===== config.mk =====
export PLATFORM = sky130hd
export DESIGN_NAME = urgent_front_multi_queue_flat
export DESIGN_NICKNAME = d
export VERILOG_FILES = /design/src/hdl/ufmq_pkg.sv /design/src/hdl/ufmq_if.sv /design/src/hdl/ufmq_ram.sv /design/src/hdl/urgent_front_multi_queue.sv /design/src/flat_wrapper.sv
export SDC_FILE = /design/constraint.sdc
export NUM_CORES = 2
export LEC_CHECK = 0
export ABC_AREA = 0
export BUFFER_PORTS_ARGS = -buffer_cell sky130_fd_sc_hd__buf_2
export CELL_PAD_IN_SITES_DETAIL_PLACEMENT = 0
export CELL_PAD_IN_SITES_GLOBAL_PLACEMENT = 1
export CORE_MARGIN = 1
export CORE_UTILIZATION = 40
export DETAILED_ROUTE_END_ITERATION = 8
export PLACE_DENSITY = 0.7
export SLEW_MARGIN = 20
export SYNTH_ARGS = -nofsm -noshare
export SYNTH_HDL_FRONTEND = slang
export SYNTH_HIERARCHICAL = 1
export SYNTH_MEMORY_MAX_BITS = 65536
export SYNTH_SLANG_ARGS = --single-unit

===== constraint.sdc =====
create_clock -name i_clk -period 8.7 [get_ports i_clk]
set_clock_uncertainty 0.15 [all_clocks]
set_input_delay 2.61 -clock i_clk [delete_from_list [all_inputs] [get_ports i_clk]]
set_output_delay 2.61 -clock i_clk [all_outputs]
set_load 0.01 [all_outputs]

===== src/hdl/ufmq_pkg.sv =====
// ----------------------------------------------------------------------------
// ufmq_pkg
// sizes, codes and helpers of the urgent-front multi-queue
// ----------------------------------------------------------------------------
package ufmq_pkg;

    localparam int NUM_QUEUES  = 32;
    localparam int QUEUE_DEPTH = 8;
    localparam int ID_BITS     = 16;

    localparam int IDX_BITS = 5;   // queue_index field
    localparam int CAP_BITS = 4;   // capacity_limit register
    localparam int OCC_BITS = 4;   // occupancy field
    localparam int CODE_BITS = 2;

    localparam int Q_W   = (NUM_QUEUES > 1) ? $clog2(NUM_QUEUES) : 1;
    localparam int P_W   = (QUEUE_DEPTH > 1) ? $clog2(QUEUE_DEPTH) : 1;
    localparam int CNT_W = $clog2(QUEUE_DEPTH + 1);
    localparam int EA_W  = (NUM_QUEUES * QUEUE_DEPTH > 1) ?
                           $clog2(NUM_QUEUES * QUEUE_DEPTH) : 1;

    localparam logic [CAP_BITS-1:0] CAP_RESET = CAP_BITS'(8);

    typedef enum logic [0:0] {
        KIND_ADD  = 1'b0,
        KIND_TAKE = 1'b1
    } t_kind;

    typedef enum logic [CODE_BITS-1:0] {
        CODE_ADDED = 2'd0,
        CODE_FULL  = 2'd1,
        CODE_TAKEN = 2'd2,
        CODE_EMPTY = 2'd3
    } t_code;

    // per-queue state word: ring head and fill count
    typedef struct packed {
        logic [P_W-1:0]   head;
        logic [CNT_W-1:0] count;
    } t_meta;

    // stored entry
    typedef struct packed {
        logic               urgent;
        logic [ID_BITS-1:0] id;
    } t_entry;

    // fold a queue_index onto the built queues (constant lookup)
    function automatic logic [Q_W-1:0] queue_of(input logic [IDX_BITS-1:0] idx);
        logic [Q_W-1:0] r;
        r = '0;
        for (int k = 0; k < (1 << IDX_BITS); k++) begin
            if (idx == IDX_BITS'(k)) begin
                r = Q_W'(k % NUM_QUEUES);
            end
        end
        return r;
    endfunction

endpackage


===== src/hdl/ufmq_if.sv =====
// ----------------------------------------------------------------------------
// ufmq channel interfaces
// valid/ready channels for operations and results
// ----------------------------------------------------------------------------
interface ufmq_in_if;
    logic                          valid;
    logic                          ready;
    logic                          kind;
    logic [ufmq_pkg::IDX_BITS-1:0] queue_index;
    logic [ufmq_pkg::ID_BITS-1:0]  item_id;
    logic                          urgent;

    modport source (output valid, kind, queue_index, item_id, urgent, input ready);
    modport sink   (input valid, kind, queue_index, item_id, urgent, output ready);
endinterface

interface ufmq_out_if;
    logic                           valid;
    logic                           ready;
    logic [ufmq_pkg::CODE_BITS-1:0] result_code;
    logic [ufmq_pkg::ID_BITS-1:0]   taken_id;
    logic                           taken_urgent;
    logic [ufmq_pkg::OCC_BITS-1:0]  occupancy;

    modport source (output valid, result_code, taken_id, taken_urgent, occupancy,
                    input ready);
    modport sink   (input valid, result_code, taken_id, taken_urgent, occupancy,
                    output ready);
endinterface


===== src/hdl/ufmq_ram.sv =====
// ----------------------------------------------------------------------------
// ufmq_ram
// simple dual-port ram, one write and one registered read port
// ----------------------------------------------------------------------------
module ufmq_ram #(
    parameter int WIDTH = 8,
    parameter int DEPTH = 32,
    parameter int AW    = (DEPTH > 1) ? $clog2(DEPTH) : 1
) (
    input  logic             i_clk,
    input  logic             i_we,
    input  logic [AW-1:0]    i_waddr,
    input  logic [WIDTH-1:0] i_wdata,
    input  logic             i_re,
    input  logic [AW-1:0]    i_raddr,
    output logic [WIDTH-1:0] o_rdata
);

    logic [WIDTH-1:0] r_mem [DEPTH];
    logic [WIDTH-1:0] r_rdata;

    always_ff @(posedge i_clk) begin
        if (i_we) begin
            r_mem[i_waddr] <= i_wdata;
        end
    end

    always_ff @(posedge i_clk) begin
        if (i_re) begin
            r_rdata <= r_mem[i_raddr];
        end
    end

    assign o_rdata = r_rdata;

endmodule


===== src/hdl/urgent_front_multi_queue.sv =====
// ----------------------------------------------------------------------------
// urgent_front_multi_queue
// bounded multi-queue with urgent push-front, normal push-back and pop-front
// ----------------------------------------------------------------------------
// Each transfer on i_in names a queue and either adds an item (urgent items go
// to the front, others to the back) or takes the front item; exactly one result
// transfer follows on o_out. Operations run one at a time: an add, or a take on
// an empty queue, goes through the read-modify-write of the per-queue state
// memory; a successful take goes on to the read of the entry memory.
// A finished result waits in the output register, so the next operation is
// taken in while the result is still unclaimed; it then stalls only if its
// own result is ready before the previous one left. Each queue is a ring in
// the entry memory with a head pointer and a count; the queue state words
// carry flip-flop valid bits so that reset empties every queue at once, with
// no clearing pass. capacity_limit is written through i_cfg_we/i_cfg_data;
// the user must write it only while no operation is in flight, which the
// block itself does not enforce. Values above the built depth act as the
// depth, zero rejects every add.
// ----------------------------------------------------------------------------
module urgent_front_multi_queue (
    input  logic                          i_clk,
    input  logic                          i_rst_n,
    input  logic                          i_cfg_we,
    input  logic [ufmq_pkg::CAP_BITS-1:0] i_cfg_data,
    ufmq_in_if.sink                       i_in,
    ufmq_out_if.source                    o_out
);

    localparam int QD = ufmq_pkg::QUEUE_DEPTH;
    localparam int PW = ufmq_pkg::P_W;
    localparam int CW = ufmq_pkg::CNT_W;
    localparam int QW = ufmq_pkg::Q_W;
    localparam int AW = ufmq_pkg::EA_W;
    localparam int IW = ufmq_pkg::ID_BITS;

    typedef enum logic [1:0] {
        S_IDLE,
        S_META,
        S_DATA,
        S_DONE
    } t_state;

    t_state r_state;

    // capacity register
    logic [ufmq_pkg::CAP_BITS-1:0] r_cap;

    // latched operation
    logic          r_kind;
    logic [QW-1:0] r_q;
    logic [IW-1:0] r_id;
    logic          r_urg;
    logic          r_mvld;      // queue state word was ever written

    // one valid bit per queue state word, cleared by reset
    logic [ufmq_pkg::NUM_QUEUES-1:0] r_meta_vld;

    // pending result
    ufmq_pkg::t_code r_res_code;
    logic [IW-1:0]   r_res_id;
    logic            r_res_urg;
    logic [CW-1:0]   r_res_cnt;

    // output register
    logic                           r_o_valid;
    logic [ufmq_pkg::CODE_BITS-1:0] r_o_code;
    logic [IW-1:0]                  r_o_id;
    logic                           r_o_urg;
    logic [ufmq_pkg::OCC_BITS-1:0]  r_o_occ;

    // memory ports
    logic            meta_we;
    logic [QW-1:0]   meta_raddr;
    logic            meta_re;
    ufmq_pkg::t_meta meta_wdata;
    ufmq_pkg::t_meta meta_rdata;
    ufmq_pkg::t_meta meta_cur;

    logic             ent_we;
    logic             ent_re;
    logic [AW-1:0]    ent_addr;
    ufmq_pkg::t_entry ent_wdata;
    ufmq_pkg::t_entry ent_rdata;

    // computed in S_META
    logic          in_fire;
    logic          out_free;
    logic          q_full;
    logic [PW:0]   back_sum;
    logic [PW-1:0] back_slot;
    logic [PW-1:0] front_slot;
    logic [PW:0]   next_sum;
    logic [PW-1:0] next_head;
    logic [PW-1:0] ent_slot;

    ufmq_pkg::t_code n_code;
    logic [CW-1:0]   n_cnt;

    assign in_fire  = i_in.valid && i_in.ready;
    assign out_free = !r_o_valid || o_out.ready;

    assign i_in.ready = (r_state == S_IDLE);

    // queue state as read; never-written words are an empty queue at slot 0
    assign meta_cur = r_mvld ? meta_rdata : '0;

    // full at capacity or at the built depth
    assign q_full = (8'(meta_cur.count) >= 8'(r_cap)) || (meta_cur.count == CW'(QD));

    // ring arithmetic: sums stay below twice the depth
    assign back_sum   = (PW+1)'(meta_cur.head) + (PW+1)'(meta_cur.count);
    assign back_slot  = (back_sum >= (PW+1)'(QD)) ? PW'(back_sum - (PW+1)'(QD))
                                                  : PW'(back_sum);
    assign front_slot = (meta_cur.head == '0) ? PW'(QD - 1) : PW'(meta_cur.head - 1'b1);
    assign next_sum   = (PW+1)'(meta_cur.head) + (PW+1)'(1);
    assign next_head  = (next_sum >= (PW+1)'(QD)) ? PW'(next_sum - (PW+1)'(QD))
                                                  : PW'(next_sum);

    always_comb begin
        meta_we    = 1'b0;
        meta_wdata = meta_cur;
        ent_we     = 1'b0;
        ent_re     = 1'b0;
        ent_slot   = meta_cur.head;
        n_code     = ufmq_pkg::CODE_EMPTY;
        n_cnt      = meta_cur.count;
        if (r_kind == ufmq_pkg::KIND_ADD) begin
            if (q_full) begin
                n_code = ufmq_pkg::CODE_FULL;
            end else begin
                n_code = ufmq_pkg::CODE_ADDED;
                n_cnt  = CW'(meta_cur.count + 1'b1);
                if (r_urg) begin
                    ent_slot        = front_slot;
                    meta_wdata.head = front_slot;
                end else begin
                    ent_slot = back_slot;
                end
                meta_wdata.count = n_cnt;
                meta_we          = (r_state == S_META);
                ent_we           = (r_state == S_META);
            end
        end else begin
            if (meta_cur.count != '0) begin
                n_code           = ufmq_pkg::CODE_TAKEN;
                n_cnt            = CW'(meta_cur.count - 1'b1);
                meta_wdata.head  = next_head;
                meta_wdata.count = n_cnt;
                meta_we          = (r_state == S_META);
                ent_re           = (r_state == S_META);
            end
        end
    end

    assign meta_re    = in_fire;
    assign meta_raddr = ufmq_pkg::queue_of(i_in.queue_index);

    assign ent_addr  = AW'(AW'(r_q) * AW'(QD)) + AW'(ent_slot);
    assign ent_wdata = '{urgent: r_urg, id: r_id};

    ufmq_ram #(
        .WIDTH ($bits(ufmq_pkg::t_meta)),
        .DEPTH (ufmq_pkg::NUM_QUEUES)
    ) u_meta_ram (
        .i_clk   (i_clk),
        .i_we    (meta_we),
        .i_waddr (r_q),
        .i_wdata (meta_wdata),
        .i_re    (meta_re),
        .i_raddr (meta_raddr),
        .o_rdata (meta_rdata)
    );

    ufmq_ram #(
        .WIDTH ($bits(ufmq_pkg::t_entry)),
        .DEPTH (ufmq_pkg::NUM_QUEUES * QD)
    ) u_entry_ram (
        .i_clk   (i_clk),
        .i_we    (ent_we),
        .i_waddr (ent_addr),
        .i_wdata (ent_wdata),
        .i_re    (ent_re),
        .i_raddr (ent_addr),
        .o_rdata (ent_rdata)
    );

    // capacity register
    always_ff @(posedge i_clk) begin
        if (!i_rst_n) begin
            r_cap <= ufmq_pkg::CAP_RESET;
        end else if (i_cfg_we) begin
            r_cap <= i_cfg_data;
        end
    end

    // sequencer with its registered outputs
    always_ff @(posedge i_clk) begin
        if (!i_rst_n) begin
            r_state    <= S_IDLE;
            r_meta_vld <= '0;
            r_o_valid  <= 1'b0;
        end else begin
            // result offered when it moves out, withdrawn once taken
            if (r_state == S_DONE && out_free) begin
                r_o_valid <= 1'b1;
            end else if (o_out.ready) begin
                r_o_valid <= 1'b0;
            end
            unique case (r_state)
                S_IDLE: begin
                    if (in_fire) begin
                        r_state <= S_META;
                    end
                end
                S_META: begin
                    if (meta_we) begin
                        r_meta_vld[r_q] <= 1'b1;
                    end
                    // a take with an entry passes through S_DATA to collect its registered read data
                    r_state <= (n_code == ufmq_pkg::CODE_TAKEN) ? S_DATA : S_DONE;
                end
                S_DATA: begin
                    r_state <= S_DONE;
                end
                S_DONE: begin
                    if (out_free) begin
                        r_state <= S_IDLE;
                    end
                end
                default: begin
                    r_state <= S_IDLE;
                end
            endcase
        end
    end

    // payload registers
    always_ff @(posedge i_clk) begin
        if (in_fire) begin
            r_kind <= i_in.kind;
            r_q    <= meta_raddr;
            r_id   <= i_in.item_id;
            r_urg  <= i_in.urgent;
            r_mvld <= r_meta_vld[meta_raddr];
        end
        if (r_state == S_META) begin
            r_res_code <= n_code;
            r_res_cnt  <= n_cnt;
            r_res_id   <= '0;
            r_res_urg  <= 1'b0;
        end
        if (r_state == S_DATA) begin
            r_res_id  <= ent_rdata.id;
            r_res_urg <= ent_rdata.urgent;
        end
        if (r_state == S_DONE && out_free) begin
            r_o_code <= r_res_code;
            r_o_id   <= r_res_id;
            r_o_urg  <= r_res_urg;
            r_o_occ  <= ufmq_pkg::OCC_BITS'(r_res_cnt);
        end
    end

    assign o_out.valid        = r_o_valid;
    assign o_out.result_code  = r_o_code;
    assign o_out.taken_id     = r_o_id;
    assign o_out.taken_urgent = r_o_urg;
    assign o_out.occupancy    = r_o_occ;

endmodule


===== src/flat_wrapper.sv =====
// flat-port wrapper written by rule: the top's interface ports become plain ports
module urgent_front_multi_queue_flat 
  (i_clk, i_rst_n, i_cfg_we, i_cfg_data, i_in_valid, i_in_kind, i_in_queue_index, i_in_item_id, i_in_urgent, i_in_ready, o_out_valid, o_out_result_code, o_out_taken_id, o_out_taken_urgent, o_out_occupancy, o_out_ready);
  ufmq_in_if i_in_i ();
  ufmq_out_if o_out_i ();
  input  logic i_clk;
  input  logic i_rst_n;
  input  logic i_cfg_we;
  input  logic [ufmq_pkg::CAP_BITS-1:0] i_cfg_data;
  input wire logic [$bits(i_in_i.valid)-1:0] i_in_valid;
  input wire logic [$bits(i_in_i.kind)-1:0] i_in_kind;
  input wire logic [$bits(i_in_i.queue_index)-1:0] i_in_queue_index;
  input wire logic [$bits(i_in_i.item_id)-1:0] i_in_item_id;
  input wire logic [$bits(i_in_i.urgent)-1:0] i_in_urgent;
  output wire logic [$bits(i_in_i.ready)-1:0] i_in_ready;
  output wire logic [$bits(o_out_i.valid)-1:0] o_out_valid;
  output wire logic [$bits(o_out_i.result_code)-1:0] o_out_result_code;
  output wire logic [$bits(o_out_i.taken_id)-1:0] o_out_taken_id;
  output wire logic [$bits(o_out_i.taken_urgent)-1:0] o_out_taken_urgent;
  output wire logic [$bits(o_out_i.occupancy)-1:0] o_out_occupancy;
  input wire logic [$bits(o_out_i.ready)-1:0] o_out_ready;
  assign i_in_i.valid = i_in_valid;
  assign i_in_i.kind = i_in_kind;
  assign i_in_i.queue_index = i_in_queue_index;
  assign i_in_i.item_id = i_in_item_id;
  assign i_in_i.urgent = i_in_urgent;
  assign i_in_ready = i_in_i.ready;
  assign o_out_valid = o_out_i.valid;
  assign o_out_result_code = o_out_i.result_code;
  assign o_out_taken_id = o_out_i.taken_id;
  assign o_out_taken_urgent = o_out_i.taken_urgent;
  assign o_out_occupancy = o_out_i.occupancy;
  assign o_out_i.ready = o_out_ready;
  urgent_front_multi_queue u_core (.i_clk(i_clk), .i_rst_n(i_rst_n), .i_cfg_we(i_cfg_we), .i_cfg_data(i_cfg_data), .i_in(i_in_i), .o_out(o_out_i));
endmodule

Yosys cells after proc, flatten, opt, wreduce, memory -nomap -nowiden

Memories as Yosys holds them, arrays and structs flattened. A register that Yosys moved wholly into a read port is not among the register bits.
Cells that the tools add are included.

Add/subtract/negate cells: 8
Multiply operators: 0
Divide/modulo/power cells: 0
Order comparisons: 6
Eq/ne operators: 38
Shifts and indexed selects: 0
Mux-type cells: 71
Bitwise logic cells: 1
Reductions and logical operators: 13

Operator list:

| kind                                                                                 | number |
|---|---|
| 5-bit equality test (second input constant)                                          | 16 |
| 5-bit two-way mux                                                                    | 16 |
| 4-bit two-way mux                                                                    | 11 |
| 5-bit by 4-bit equality test with 1-bit output (second input constant)               | 8 |
| 3-bit two-way mux                                                                    | 11 |
| 16-bit two-way mux                                                                   | 2 |
| 32-bit bitwise OR                                                                    | 1 |
| 7-bit two-way mux                                                                    | 4 |
| 5-bit by 3-bit equality test with 1-bit output (second input constant)               | 4 |
| 1-bit two-way mux                                                                    | 19 |
| 5-bit by 6-bit < comparator with 1-bit output (second input constant)                | 2 |
| 5-bit by 2-bit equality test with 1-bit output (second input constant)               | 2 |
| 2-bit two-way mux                                                                    | 5 |
| 3-bit by 1-bit subtractor with 3-bit output (second input constant)                  | 3 |
| 8-bit by 3-bit adder with 8-bit output                                               | 1 |
| 4-bit greater-or-equal comparator (second input constant)                            | 2 |
| 2-bit case mux with 4 select lines                                                   | 1 |
| 2-bit equality test (second input constant)                                          | 3 |
| 1-bit binary-select mux with 5-bit select                                            | 1 |
| 1-bit demux with 5-bit select                                                        | 1 |
| 5-bit by 1-bit equality test with 1-bit output (second input constant)               | 1 |
| 5-bit by 1-bit greater-or-equal comparator with 1-bit output (second input constant) | 1 |
| 3-bit by 1-bit adder with 4-bit output (second input constant)                       | 1 |
| 3-bit by 4-bit adder with 4-bit output                                               | 1 |
| 15 further kinds                                                                     | 20 |

Register bits: 109
Latch bits: 0
Memory bits (writable): 4576
Memory bits (read-only): 0
Input bits: 32
Output and inout bits: 25
Logic and storage cells: 156
Memories kept: 2

Memory list:

| name                     | depth | bits a word | rd ports | clocked after memory_dff | write ports | line           | source |
|---|---|---|---|---|---|---|---|
| u_core.u_entry_ram.r_mem | 256   | 17          | 1        | 1                        | 1           | ufmq_ram.sv:19 | `logic [WIDTH-1:0] r_mem [DEPTH];` |
| u_core.u_meta_ram.r_mem  | 32    | 7           | 1        | 1                        | 1           | ufmq_ram.sv:19 |  |

Longest topological paths before layout

Depth after elaboration: 34
Gate-level depth with buffers: 23
Gate-level depth less buffers: 15

By module

The synthesis kept the hierarchy.

By module, submodules not included:

| module                         | instances | cells an instance | area an instance (um^2) |
|---|---|---|---|
| ufmq_ram at u_core.u_entry_ram | 1         | 7797              | 169874.2 |
| ufmq_ram at u_core.u_meta_ram  | 1         | 370               | 8903.5 |
| urgent_front_multi_queue       | 1         | 373               | 4566.9 |

Worst setup path after synthesis

OpenSTA, ideal clock, no wires.

Path kind: register to register
Start: register u_core.r_urg
End: register u_core.u_entry_ram.r_rdata[13], in the netlist u_core/u_entry_ram/o_rdata[13], read port of u_core.u_entry_ram.r_mem (data pin)
Arrival: 6.208 ns
Required time: 8.294 ns
Setup slack: 2.087 ns
Stages on the path, launching flop included: 14
Clock period less this slack: 6.613 ns
Cells stage by stage: edfxtp_1 > buf_2 > mux2i_1 > nand2_1 > o21ai_0 > buf_4 > buf_4 > buf_2 > clkbuf_1 > mux4_2 > mux4_2 > a22oi_1 > nand3_1 > and4_1

Word-level cells in the longest chain between the ends: 4

Ends and longest elaborated chain:

| what                                   | line                            | source |
|---|---|---|
| start, declared                        | urgent_front_multi_queue.sv:52  | `logic r_urg;` |
| start signal, assigned                 | urgent_front_multi_queue.sv:243 | `r_urg <= i_in.urgent;` |
| 3-bit two-way mux                      | urgent_front_multi_queue.sv:133 | `if (r_urg) begin` |
| 3-bit two-way mux                      | urgent_front_multi_queue.sv:128 | `if (q_full) begin` |
| 3-bit two-way mux                      | urgent_front_multi_queue.sv:127 | `if (r_kind == ufmq_pkg::KIND_ADD) begin` |
| 8-bit by 3-bit adder with 8-bit output | urgent_front_multi_queue.sv:158 | `assign ent_addr = AW'(AW'(r_q) * AW'(QD)) + AW'(ent_slot);` |
| via u_core.ent_addr[1]                 | urgent_front_multi_queue.sv:81  | `logic [AW-1:0] ent_addr;` |
| end, declared                          | ufmq_ram.sv:20                  | `logic [WIDTH-1:0] r_rdata;` |

The timed path passes the listed nets, and every way through them passes these cells.
A chain may end at the register's enable or synchronous reset.

Worst setup path after layout

Start: register u_core.r_mvld
End: register u_core.u_entry_ram.r_rdata[9], in the netlist u_core/u_entry_ram/o_rdata[9], read port of u_core.u_entry_ram.r_mem (data pin)

Word-level cells in the longest chain between the ends: 8

Ends and longest elaborated chain:

| what                                                                                             | line                            | source |
|---|---|---|
| start, declared                                                                                  | urgent_front_multi_queue.sv:53  | `logic r_mvld;` |
| start signal, assigned                                                                           | urgent_front_multi_queue.sv:244 | `r_mvld <= r_meta_vld[meta_raddr];` |
| 7-bit two-way mux (*)                                                                            | urgent_front_multi_queue.sv:105 | `assign meta_cur = r_mvld ? meta_rdata : '0;` |
| 3-bit by 4-bit adder with 4-bit output                                                           | urgent_front_multi_queue.sv:111 | `assign back_sum = (PW+1)'(meta_cur.head) + (PW+1)'(meta_cur.count);` |
| 4-bit greater-or-equal comparator or 3-bit by 1-bit subtractor with 3-bit output (tied branches) | urgent_front_multi_queue.sv:112 | `assign back_slot = (back_sum >= (PW+1)'(QD)) ? PW'(back_sum - (PW+1)'(QD))` |
| 3-bit two-way mux                                                                                | urgent_front_multi_queue.sv:112 |  |
| 3-bit two-way mux                                                                                | urgent_front_multi_queue.sv:133 |  |
| 3-bit two-way mux                                                                                | urgent_front_multi_queue.sv:128 |  |
| 3-bit two-way mux (*)                                                                            | urgent_front_multi_queue.sv:127 |  |
| 8-bit by 3-bit adder with 8-bit output (*)                                                       | urgent_front_multi_queue.sv:158 |  |
| via u_core.ent_addr[2]                                                                           | urgent_front_multi_queue.sv:81  |  |

Mark *: on every way through the listed nets, which the timed path passes. The rest lies on a longest branch.

==> metrics.yaml <==
cts.htree.levels: 5
cts_root_buf: "clkbuf_16"
whs_ns: 0.259
dp_hpwl_um: 288000
fin_ws_ns: 1.32
period_share_pct: 84.8
start_kind: "register"
setup_viol: 0
rsz0062_at_grt: "no"
synth_most_common_cell: "edfxtp_1"
fin_setup_tns_ns: 0
worstSkewPairLatency_ns: 1.02
cpMaxStageDelayCell: "nor4_1"
hold_violations: 0
period_needed_ns: 7.38
dpl_worst_slack_ns: 1.51
min_path_type: "register to register"
worstPathCellList: "nand2_1 -> ha_1 -> nand2b_1 -> a2111o_1 -> a21oi_4 -> o211ai_1 -> o21ai_4 -> clkinv_2 -> buf_4 -> nand3_1 -> o22ai_1 -> nor3_1 -> nand4_1 -> nor4_1 -> and3_1"
cp-end-kind: "register"
fmax_mhz: 136
grt_max_degree: 186
maxCapViolations: 0
netlist_area_um2: 183000
grt_pass1_vias: 90400
p_leak_uw: 0.0634
rows: 248
tritoncts: "done"
async_flop_share_pct: 0
area_delta_synth_final_pct: 12.6
power_density_nw_per_um2: 306
drt-total-wl_um: 488000
grt_overflow: 0
syn_inst: 8540
drc: 0
ys_seq_area_share_pct: 76.9
ys_seq_elements: 4709
max_stage_delay_ns: 0.90
globalRouteTotalUtil_pct: 20.7
ant_nets: 0
drive_gt1_share_pct: 24.8
grt_antenna_before_repair: 39
total_power_uw: 63200
die_w_um: 679
grt_first_pass_wirelength_um: 687000
die_area_um2: 461000
drt-initial-drc-count: 12300
initial_core_util_pct: 40.2
yosysTopAreaCellShare_pct: 76.5
final_nets: 8989
ys_types: 84
synth_warnings: 6
slew-limit-headroom_pct: 14.5
peakVddDrop_mv: 0.282
worstPathArrival_ns: 8.07
dieHeight_um: 679
slew_viol_final: 0
core_um2: 456000
cts_buffers: 458
clkSlewWorstSetupHoldPaths_ns: 0.06
clock-sinks: 4709
hold_buffers: 0
port_buffers: 56
worstMarginPinSlew_ns: 1.27
synth_edf_count: 4670
syn_nets: 8587
path_max_fanout: 21
yosys.area.top_type: "edfxtp_1"
io_pins: 57
crit_type: "register to register"
yosys-top-cells-area: "edfxtp_1 (76%), mux4_2 (12%), mux2i_1 (2.9%)"
dr_total_vias: 91200
clk_path_buf_depth: 4
first_pass_iters: 6
synth.avg_cell_area_um2: 21.5
cts_setup_buffers: 0
synth_ff_type: "edfxtp_1"
outcome: "complete, no violations"
required_ns: 9.39
vias_per_cell: 5.94
post_cts_resized: 0
place_congestion: 0.895
wl_per_cell_um: 31.8
yosys-top-cells-count: "edfxtp_1 (4670), mux4_2 (967), mux2i_1 (533)"
[worst paths after layout]
path / cells past startpoint / endpoint / slack, ns / from
max: 15 / u_core/u_entry_ram/o_rdata[9] / 1.32 / u_core/r_mvld
min: 0 / u_core/o_out.taken_id[2] / 0.26 / u_core/r_res_id[2]
max reg2reg: 15 / u_core/u_entry_ram/o_rdata[9] / 1.32 / u_core/r_mvld
min reg2reg: 0 / u_core/o_out.taken_id[2] / 0.26 / u_core/r_res_id[2]
[power breakdown]
group,total (uW),internal (uW),switching (uW)
clock network,19400,11000,8390
registers,26700,26500,157
logic,17100,6330,10800
total,63200,43900,19400
[cell usage in the layout, fill, tap and decap left out, drive strengths merged, types with 116 or more instances in the layout]
cell type	n
o22ai	187
nand2	272
buf	444
clkinv	206
a21oi	116
mux2i	533
o221ai	136
clkbuf	560
mux4	1013
edfxtp	4670
nor2	371
[final cells by class]
type                       instances  area, um2
fill                           37600     250000
sequential                      4709     141000
multi-input combinational       3309      39300
clock buffer                     560      12100
tap                             6000       7510
timing repair buffer             444       3800
clock inverter                   278       2520
inverter                          20       88.8
antenna                           33       82.6
[metrics by stage]
stage               util [%]  instances  cell area [um2]
global placement        42.0      14500           191000
detailed placement      42.0      14500           192000
global route            45.2      15300           206000
CTS                     45.2      15300           206000
floorplan                  -       8540           183000
finish                  45.2      15400           206000
[per-layer routing]
layer  track usage [%]  wire length (um)  vias to the layer above
met5                 0                88                        -
met4              6.70             16700                       12
met3              3.60             43400                      790
met2              33.5            235000                     4617
met1              28.5            193000                    49100
li1                  -                 -                    36700
[registers in the layout, summed over array words and instances, names as in the netlist, 5 cells and up]
signal and count:
u_core/o_out.taken_id 16, u_core/r_id 16, u_core/r_meta_vld 32, u_core/r_q 5, u_core/r_res_id 16, u_core/u_entry_ram/o_rdata 17
u_core/u_entry_ram/r_mem 4352, u_core/u_meta_ram/o_rdata 7, u_core/u_meta_ram/r_mem 224
[cells by family after synthesis]
family,synth area share (%)
buf+inv,2.12
flops,76.9
fa+ha+maj,0.106
mux,15.6
xor+xnor,0.0334
simple gates,2.46
compound gates,2.75
[critical path, delay by kind of cell, from the launching register on]
family / cells / cell delay (ns)
buf+inv: 2 / 1.08
flops: 1 / 0.52
compound gates: 5 / 1.98
simple gates: 7 / 3.18
fa+ha+maj: 1 / 0.30
Power figures use the tool's default switching activity.
